File: config.mk
export PLATFORM = sky130hd
export DESIGN_NAME = multi_task_heartbeat_watchdog_top
export DESIGN_NICKNAME = d
export VERILOG_FILES = /design/src/rtl/core/mtwd_pkg.sv /design/src/rtl/core/mtwd_eval.sv /design/src/rtl/core/mtwd_task_file.sv /design/src/rtl/core/multi_task_heartbeat_watchdog_top.sv
export VERILOG_INCLUDE_DIRS = /design/src /design/src/rtl/core
export SDC_FILE = /design/constraint.sdc
export NUM_CORES = 1
export LEC_CHECK = 0
export ABC_AREA = 1
export BUFFER_PORTS_ARGS = -buffer_cell sky130_fd_sc_hd__buf_2
export CAP_MARGIN = 15
export CORE_ASPECT_RATIO = 0.8
export CORE_MARGIN = 1.5
export CORE_UTILIZATION = 35
export CTS_BUF_LIST = sky130_fd_sc_hd__clkbuf_8 sky130_fd_sc_hd__clkbuf_16
export CTS_CLUSTER_DIAMETER = 120
export DETAILED_ROUTE_END_ITERATION = 8
export GPL_ROUTABILITY_DRIVEN = 0
export PLACE_DENSITY = 0.55
export SLEW_MARGIN = 10
export SYNTH_ARGS = -nofsm -noshare
export SYNTH_HDL_FRONTEND = slang
export SYNTH_SLANG_ARGS = --single-unit
File: constraint.sdc
create_clock -name clk -period 10 [get_ports clk]
set_input_delay 0.5 -clock clk [delete_from_list [all_inputs] [get_ports clk]]
set_output_delay 0.5 -clock clk [all_outputs]
set_load 0.01 [all_outputs]
File: src/rtl/core/multi_task_heartbeat_watchdog_top_macros.svh
// Assertion macros for the heartbeat watchdog.
// Included by the top level; no other dependencies.
`ifndef MULTI_TASK_HEARTBEAT_WATCHDOG_TOP_MACROS_SVH
`define MULTI_TASK_HEARTBEAT_WATCHDOG_TOP_MACROS_SVH
`ifndef ASSERT_OFF
`define MTWD_ASSERT(lbl, clk, rst, prop) \
  lbl: assert property (@(posedge clk) disable iff (rst) prop) \
    else $error("watchdog assertion failed");
`define MTWD_ASSERT_ALWAYS(lbl, clk, prop) \
  lbl: assert property (@(posedge clk) prop) \
    else $error("watchdog assertion failed");
`else
`define MTWD_ASSERT(lbl, clk, rst, prop)
`define MTWD_ASSERT_ALWAYS(lbl, clk, prop)
`endif
`endif

File: src/rtl/core/mtwd_pkg.sv
// Shared types and constants for the heartbeat watchdog.
// No dependencies.
`default_nettype none
package mtwd_pkg;

  localparam int unsigned TIME_W = 32;
  localparam int unsigned CNT_W  = 8;
  localparam int unsigned CIV_W  = 16;
  localparam int unsigned MASK_W = 8;
  localparam int unsigned REG_IDX_W = 2;

  localparam logic [TIME_W-1:0] TIMEOUT_RST   = 32'd5000;
  localparam logic [CNT_W-1:0]  THRESHOLD_RST = 8'd3;
  localparam logic [CIV_W-1:0]  INTERVAL_RST  = 16'd1000;
  localparam logic [CNT_W-1:0]  CNT_MAX       = 8'hFF;

  typedef enum logic [1:0] {
    KIND_TICK  = 2'd0,
    KIND_START = 2'd1,
    KIND_STOP  = 2'd2,
    KIND_BEAT  = 2'd3
  } kind_t;

  typedef enum logic [REG_IDX_W-1:0] {
    REG_TIMEOUT   = 2'd0,
    REG_THRESHOLD = 2'd1,
    REG_INTERVAL  = 2'd2
  } reg_idx_t;

  typedef struct packed {
    logic [1:0] kind;
    logic [3:0] task_id;
  } item_t;

  typedef struct packed {
    logic              reset_request;
    logic [MASK_W-1:0] timeout_mask;
    logic [MASK_W-1:0] alive_mask;
  } result_t;

  // Per-task update from the sequencer
  typedef struct packed {
    logic start;
    logic stop;
    logic beat;
  } task_cmd_t;

  // One task entry as read by the walk
  typedef struct packed {
    logic              active;
    logic [TIME_W-1:0] last_beat;
    logic [CNT_W-1:0]  count;
  } task_rd_t;

  // Shared evaluation unit output
  typedef struct packed {
    logic             alive;
    logic             timed_out;
    logic [CNT_W-1:0] count_next;
    logic             over;
  } eval_t;

endpackage
`default_nettype wire

File: src/rtl/core/mtwd_eval.sv
// Shared elapsed-time compare and count saturation unit.
// Depends on mtwd_pkg.
`default_nettype none
module mtwd_eval
  import mtwd_pkg::*;
(
  input  task_rd_t          entry,
  input  logic [TIME_W-1:0] now_ticks,
  input  logic [TIME_W-1:0] timeout_ticks,
  input  logic [CNT_W-1:0]  error_threshold,
  output eval_t             res
);

  logic [TIME_W-1:0] elapsed;
  logic              expired;

  // Modulo-2^32 elapsed time
  assign elapsed = now_ticks - entry.last_beat;
  assign expired = (elapsed >= timeout_ticks);

  always_comb begin
    res.alive      = !entry.active || !expired;
    res.timed_out  = entry.active && expired;
    res.count_next = (entry.count == CNT_MAX) ? CNT_MAX : entry.count + CNT_W'(1);
    res.over       = res.timed_out && (res.count_next >= error_threshold);
  end

endmodule
`default_nettype wire

File: src/rtl/core/mtwd_task_file.sv
// Per-task state: active bit, last heartbeat time, timeout count.
// Depends on mtwd_pkg.
`default_nettype none
module mtwd_task_file
  import mtwd_pkg::*;
#(
  parameter int unsigned TASKS = 8,
  parameter int unsigned IDX_W = 3
) (
  input  logic              clk,
  input  logic              rst,
  input  task_cmd_t         cmd,
  input  logic [IDX_W-1:0]  cmd_idx,
  input  logic [TIME_W-1:0] now_ticks,
  input  logic              cnt_we,
  input  logic [IDX_W-1:0]  rd_idx,
  input  logic [CNT_W-1:0]  cnt_val,
  output task_rd_t          rd
);

  logic              active    [TASKS];
  logic [TIME_W-1:0] last_beat [TASKS];
  logic [CNT_W-1:0]  count     [TASKS];

  always_ff @(posedge clk) begin
    if (rst) begin
      for (int i = 0; i < TASKS; i++) begin
        active[i]    <= 1'b0;
        last_beat[i] <= '0;
        count[i]     <= '0;
      end
    end else begin
      if (cmd.start) begin
        active[cmd_idx]    <= 1'b1;
        last_beat[cmd_idx] <= now_ticks;
        count[cmd_idx]     <= '0;
      end else if (cmd.stop) begin
        active[cmd_idx] <= 1'b0;
      end else if (cmd.beat && active[cmd_idx]) begin
        last_beat[cmd_idx] <= now_ticks;
        count[cmd_idx]     <= '0;
      end
      if (cnt_we) begin
        count[rd_idx] <= cnt_val;
      end
    end
  end

  always_comb begin
    rd.active    = active[rd_idx];
    rd.last_beat = last_beat[rd_idx];
    rd.count     = count[rd_idx];
  end

endmodule
`default_nettype wire

File: src/rtl/core/multi_task_heartbeat_watchdog_top.sv
// A request is taken in S_IDLE, then the walk (S_WALK) visits every task and
// S_EMIT loads the result register, waiting while that register is still full.
// A new request is taken only back in S_IDLE, after the walk of the task file
// through the single shared compare unit, one task a cycle, and the result load.
// Reset (rst, synchronous): tick and interval counters clear, all tasks go
// inactive, config registers return to 5000 / 3 / 1000, no result pending.
`default_nettype none
`include "multi_task_heartbeat_watchdog_top_macros.svh"
module multi_task_heartbeat_watchdog_top
  import mtwd_pkg::*;
#(
  parameter int unsigned TASKS = 8
) (
  input  logic                 clk,
  input  logic                 rst,
  // request channel
  input  logic                 item_valid,
  output logic                 item_ready,
  input  item_t                item,
  // result channel
  output logic                 result_valid,
  input  logic                 result_ready,
  output result_t              result,
  // config write channel
  input  logic                 cfg_valid,
  output logic                 cfg_ready,
  input  logic [REG_IDX_W-1:0] cfg_index,
  input  logic [TIME_W-1:0]    cfg_data
);

  localparam int unsigned IDX_W = (TASKS > 1) ? $clog2(TASKS) : 1;
  localparam int unsigned CMP_W = IDX_W + 5;
  localparam logic [IDX_W-1:0] LAST_IDX = IDX_W'(TASKS - 1);
  // Mask bits for task slots that do not exist read as alive
  localparam logic [MASK_W-1:0] ALIVE_PAD =
    (TASKS >= MASK_W) ? '0 : MASK_W'(~((17'(1) << TASKS) - 17'(1)));

  typedef enum logic [2:0] {
    S_IDLE = 3'b001,
    S_WALK = 3'b010,
    S_EMIT = 3'b100
  } state_t;

  // ---------------------------------------------------------------------------
  // Configuration registers; writes are always taken.
  // ---------------------------------------------------------------------------
  logic [TIME_W-1:0] timeout_ticks;
  logic [CNT_W-1:0]  error_threshold;
  logic [CIV_W-1:0]  check_interval_ticks;

  assign cfg_ready = 1'b1;

  always_ff @(posedge clk) begin
    if (rst) begin
      timeout_ticks        <= TIMEOUT_RST;
      error_threshold      <= THRESHOLD_RST;
      check_interval_ticks <= INTERVAL_RST;
    end else if (cfg_valid) begin
      case (cfg_index)
        REG_TIMEOUT:   timeout_ticks        <= cfg_data;
        REG_THRESHOLD: error_threshold      <= cfg_data[CNT_W-1:0];
        REG_INTERVAL:  check_interval_ticks <= cfg_data[CIV_W-1:0];
        default: ;  // unmapped index is ignored
      endcase
    end
  end

  // ---------------------------------------------------------------------------
  // Sequencer state
  // ---------------------------------------------------------------------------
  state_t            state;
  logic [TIME_W-1:0] now_ticks;
  logic [CIV_W-1:0]  interval_count;
  logic              check;       // this request runs a check
  logic [IDX_W-1:0]  walk_idx;
  logic              req_acc;
  logic [MASK_W-1:0] tmask_acc;
  logic [MASK_W-1:0] amask_acc;

  logic              item_acc;
  logic              id_ok;
  logic [CIV_W-1:0]  interval_inc;
  logic              interval_hit;
  logic              emit_go;
  logic              in_mask;
  logic [2:0]        mask_bit;

  task_cmd_t         cmd;
  task_rd_t          entry;
  eval_t             ev;
  logic              cnt_we;

  assign item_ready   = (state == S_IDLE);
  assign item_acc     = item_valid && item_ready;
  assign id_ok        = (CMP_W'(item.task_id) < CMP_W'(TASKS));
  assign interval_inc = interval_count + CIV_W'(1);
  assign interval_hit = (interval_inc >= check_interval_ticks);
  // Result register is free, or its current request leaves this cycle
  assign emit_go      = !result_valid || result_ready;
  // Tasks past the eighth are checked but have no mask bit
  assign in_mask      = (CMP_W'(walk_idx) < CMP_W'(MASK_W));
  assign mask_bit     = 3'(walk_idx);

  // Start/stop/heartbeat land in the task file at the accept edge
  always_comb begin
    cmd.start = item_acc && id_ok && (item.kind == KIND_START);
    cmd.stop  = item_acc && id_ok && (item.kind == KIND_STOP);
    cmd.beat  = item_acc && id_ok && (item.kind == KIND_BEAT);
  end

  assign cnt_we = (state == S_WALK) && check && ev.timed_out;

  mtwd_task_file #(
    .TASKS (TASKS),
    .IDX_W (IDX_W)
  ) u_task_file (
    .clk       (clk),
    .rst       (rst),
    .cmd       (cmd),
    .cmd_idx   (IDX_W'(item.task_id)),
    .now_ticks (now_ticks),
    .cnt_we    (cnt_we),
    .rd_idx    (walk_idx),
    .cnt_val   (ev.count_next),
    .rd        (entry)
  );

  // One subtract/compare unit shared by every task of the walk
  mtwd_eval u_eval (
    .entry           (entry),
    .now_ticks       (now_ticks),
    .timeout_ticks   (timeout_ticks),
    .error_threshold (error_threshold),
    .res             (ev)
  );

  always_ff @(posedge clk) begin
    if (rst) begin
      state          <= S_IDLE;
      now_ticks      <= '0;
      interval_count <= '0;
      check          <= 1'b0;
      walk_idx       <= '0;
      req_acc        <= 1'b0;
      tmask_acc      <= '0;
      amask_acc      <= '0;
    end else begin
      case (state)
        S_IDLE: begin
          if (item_acc) begin
            walk_idx  <= '0;
            req_acc   <= 1'b0;
            tmask_acc <= '0;
            amask_acc <= ALIVE_PAD;
            check     <= 1'b0;
            if (item.kind == KIND_TICK) begin
              now_ticks <= now_ticks + TIME_W'(1);
              if (interval_hit) begin
                interval_count <= '0;
                check          <= 1'b1;
              end else begin
                interval_count <= interval_inc;
              end
            end
            state <= S_WALK;
          end
        end
        S_WALK: begin
          if (in_mask && ev.alive) begin
            amask_acc[mask_bit] <= 1'b1;
          end
          if (check && ev.timed_out) begin
            if (in_mask) begin
              tmask_acc[mask_bit] <= 1'b1;
            end
            if (ev.over) begin
              req_acc <= 1'b1;
            end
          end
          if (walk_idx == LAST_IDX) begin
            state <= S_EMIT;
          end else begin
            walk_idx <= walk_idx + IDX_W'(1);
          end
        end
        S_EMIT: begin
          if (emit_go) begin
            state <= S_IDLE;
          end
        end
        default: state <= S_IDLE;
      endcase
    end
  end

  // ---------------------------------------------------------------------------
  // Output register: holds a finished result while the next request is taken.
  // ---------------------------------------------------------------------------
  always_ff @(posedge clk) begin
    if (rst) begin
      result_valid <= 1'b0;
    end else if (state == S_EMIT && emit_go) begin
      result_valid <= 1'b1;
    end else if (result_ready) begin
      result_valid <= 1'b0;
    end
  end

  always_ff @(posedge clk) begin
    if (state == S_EMIT && emit_go) begin
      result.reset_request <= req_acc;
      result.timeout_mask  <= tmask_acc;
      result.alive_mask    <= amask_acc;
    end
  end

  // ---------------------------------------------------------------------------
  // Assertions
  // ---------------------------------------------------------------------------
  `MTWD_ASSERT(a_accept_walks, clk, rst, item_acc |=> (state == S_WALK && walk_idx == '0))
  `MTWD_ASSERT(a_walk_ends, clk, rst,
    (state == S_WALK && walk_idx == LAST_IDX) |=> (state == S_EMIT))
  `MTWD_ASSERT(a_no_phantom_timeout, clk, rst,
    result_valid |-> ((result.timeout_mask & ALIVE_PAD) == '0))
  `MTWD_ASSERT(a_req_has_timeout, clk, rst,
    (result_valid && result.reset_request) |-> (TASKS > MASK_W || result.timeout_mask != '0))
  `MTWD_ASSERT_ALWAYS(a_reset_idle, clk, rst |=> (state == S_IDLE && !result_valid))

endmodule
`default_nettype wire
==> flow_summary.ini <==
[finish]
seq_area_mm2 = 0.0130
nNetsFinal = 2727
mostFrequentLayoutCell = nor2_1
multi_input_area_mm2 = 0.00941
fillerInstances = 6729
area_growth_pct = 10.7
drive_gt1_frac = 0.0918
mostFrequentLayoutCells = 538 x nor2_1, 345 x edfxtp_1, 286 x o21ai_0
final_area_mm2 = 0.0264

[clocking]
numCtsBuffers = 49
htreeDepth = 2
cts_buffer_depth = 3
cts-hold-fix-buffers = 0
clk_pin_slew_ns = 0.06
cts_setup_buffers = 0
cts_tree = yes
clock_latency_ns = 0.61
cts-root-buf = clkbuf_16
cts_num_sinks = 477
ctsResizeCount = 0

[run_status]
outcome = finished, final reports clean

[synth]
yosysWarnings = 0
synth_edf_count = 345
synth_seq_area_share = 0.544
yosysTopAreaCellShare = 0.434
synth-seq-cells = 477
post-synth-top-area-cell = edfxtp_1
synthArstFlopShare = 0
syn_area_per_cell_um2 = 9.25
yosys.cell_types.count = 52
synth_ff_type = edfxtp_1
synthCells = 2584
synthesis.nets = 2723
synth_area_mm2 = 0.0239
synth.area.top_cells = edfxtp_1 43%, dfxtp_1 11%, nor2_1 8.5%, o21ai_0 6.0%, ha_1 4.9%

[timing]
fin_skew_ns = 0.0419
setup-violations-final = 0
grt_setup_unrepaired = false
worstMarginPinSlew_ns = 1.16
slew-limit-headroom = 0.222
period_share = 0.716
timing.hold.ws_ns = 0.161
tns_ns = 0
maxSlewViolCount = 0
hold_violations = 0
max_freq_ghz = 0.140
timing.final.crit_period_ns = 7.16

[pwr]
ir_worst_vdd_uv = 121
p_leak_nw = 9.70
p_per_area_mw_per_mm2 = 179

[die]
io_pins = 65
die_x_um = 295
die_area_mm2 = 0.0698
core.rowCount = 85
initial_core_util = 0.354
die_h_um = 237
coreArea_mm2 = 0.0674

[global_route]
grt_pass1_vias = 17900
grt_max_degree = 91
grt_overflow = 0
track_usage = 0.194
grt_pass1_wl_mm = 105
antenna_found_initial = 5

[worst_setup_path]
worstPathRequired_ns = 10.20
path_max_fanout = 90
r2r_cells = 27
critical_path.endpoint_type = flop
slowest_stage = o21ai_0
cp_common_cell = nand2_1
cp.arrival_ns = 7.35
criticalPathCategory = reg -> reg
crit_path_start_kind = flop
slowest_delay_ns = 1.01

[drt]
first_pass_iters = 6
wl_per_cell_um = 19.3
final_antenna_net_count = 0
route.detailed.drc = 0
drt-total-wl_mm = 68.4
vias_per_cell = 5.27
drt_iter0_markers = 1631
vias = 18700

[hold_path]
whs_path_depth = 3
hp-class = in -> reg

[flow_run]
cap_violations = 0

[placement]
portBuffers = 63
place_area_mm2 = 0.0249
dp_hpwl_mm = 44.5
## per-layer routing
metal,part of all wire,global-route usage,up-vias
li1,-,-,8936
met1,0.46,0.270,9033
met5,0.00039,0,-
met4,0.021,0.0519,4
met2,0.46,0.312,584
met3,0.065,0.0316,98
## flip-flops by register name, summed over array words and instances (netlist names), 16 cells and up, named ones only
name / cells
check_interval_ticks: 16
u_task_file.last_beat: 256
interval_count: 16
now_ticks: 32
u_task_file.count: 64
timeout_ticks: 32
result: 17
## power by group
part           leakage (nW)  internal [mW]  switching [mW]
logic                  4.32          0.223           0.516
clock network         0.786          0.990           0.791
registers              4.60           2.18          0.0292
total                  9.70           3.40            1.34
## worst max-delay path: cells and delay by family, from the launching register on
kind                       cells  cell delay, ns
buffers and inverters          3            1.19
DFF                            1            0.43
adders and majority gates      3            0.88
xor gates and xnor gates       1            0.19
AOI/OAI and AO/OA              6            1.99
and+or+nand+nor               14            2.06
## path summary, 6_finish.rpt
| check | slack (ns) | to | start |
|---|---|---|---|
| min | 0.16 | check_interval_ticks[9] | cfg_data[9] |
| max | 2.84 | u_task_file.count[1][2] | flop |
| min reg2reg | 0.43 | result[7] | amask_acc[7] |
| max reg2reg | 2.84 | u_task_file.count[1][2] | flop |
## cell type report
type                    instances  share of cell area
repair buffers                 88              0.0200
flip-flops and latches        477               0.492
clock inverters                37             0.00965
inverters                     221              0.0315
well taps                     913              0.0432
multi-input cells            1751               0.356
clock buffers                  52              0.0479
diodes                          1           0.0000946
## through the flow
step	setup slack, ns	power (mW)	utilization	std cells
finish	2.84	4.73	0.392	3540
global route	2.15	4.94	0.392	3539
CTS	2.92	4.76	0.392	3537
detailed placement	2.96	2.99	0.369	3448
global placement	3.11	2.97	0.369	3448
floorplan	4.50	2.76	-	2584
## cells in the mapped netlist, types with 3 or more instances
master,number
a211oi_1,13
nor3_2,21
xor2_1,50
o21ai_2,7
nor3_1,87
nor2_1,538
inv_2,5
nand3_2,4
clkinv_1,19
nand4_1,23
nor2_4,3
o21bai_1,6
inv_1,197
a21o_1,5
xnor2_1,8
nand3_1,54
edfxtp_1,345
dfxtp_1,132
a21oi_1,153
o21a_1,8
nor2_2,5
o21ai_1,5
o211ai_1,12
buf_4,4
buf_6,14
clkbuf_1,80
nand3_4,3
nor4_1,8
nand2_2,15
o221ai_1,33
nand2_1,245
buf_2,36
o22ai_1,44
o21ai_0,286
ha_1,93
## cells by family (layout without fill, tap and decap cells)
logic type | count (synthesis) | in the layout | share of synthesized area
compound gates | 585 | 585 | 0.138
simple gates | 1013 | 1013 | 0.184
other cells | 1 | 2 | 0.000157
fa+ha+maj | 94 | 94 | 0.0495
xor+xnor | 58 | 58 | 0.0213
flops | 477 | 477 | 0.544
buf+inv | 356 | 398 | 0.0629
Note: power is estimated with default switching activity, not from simulation.
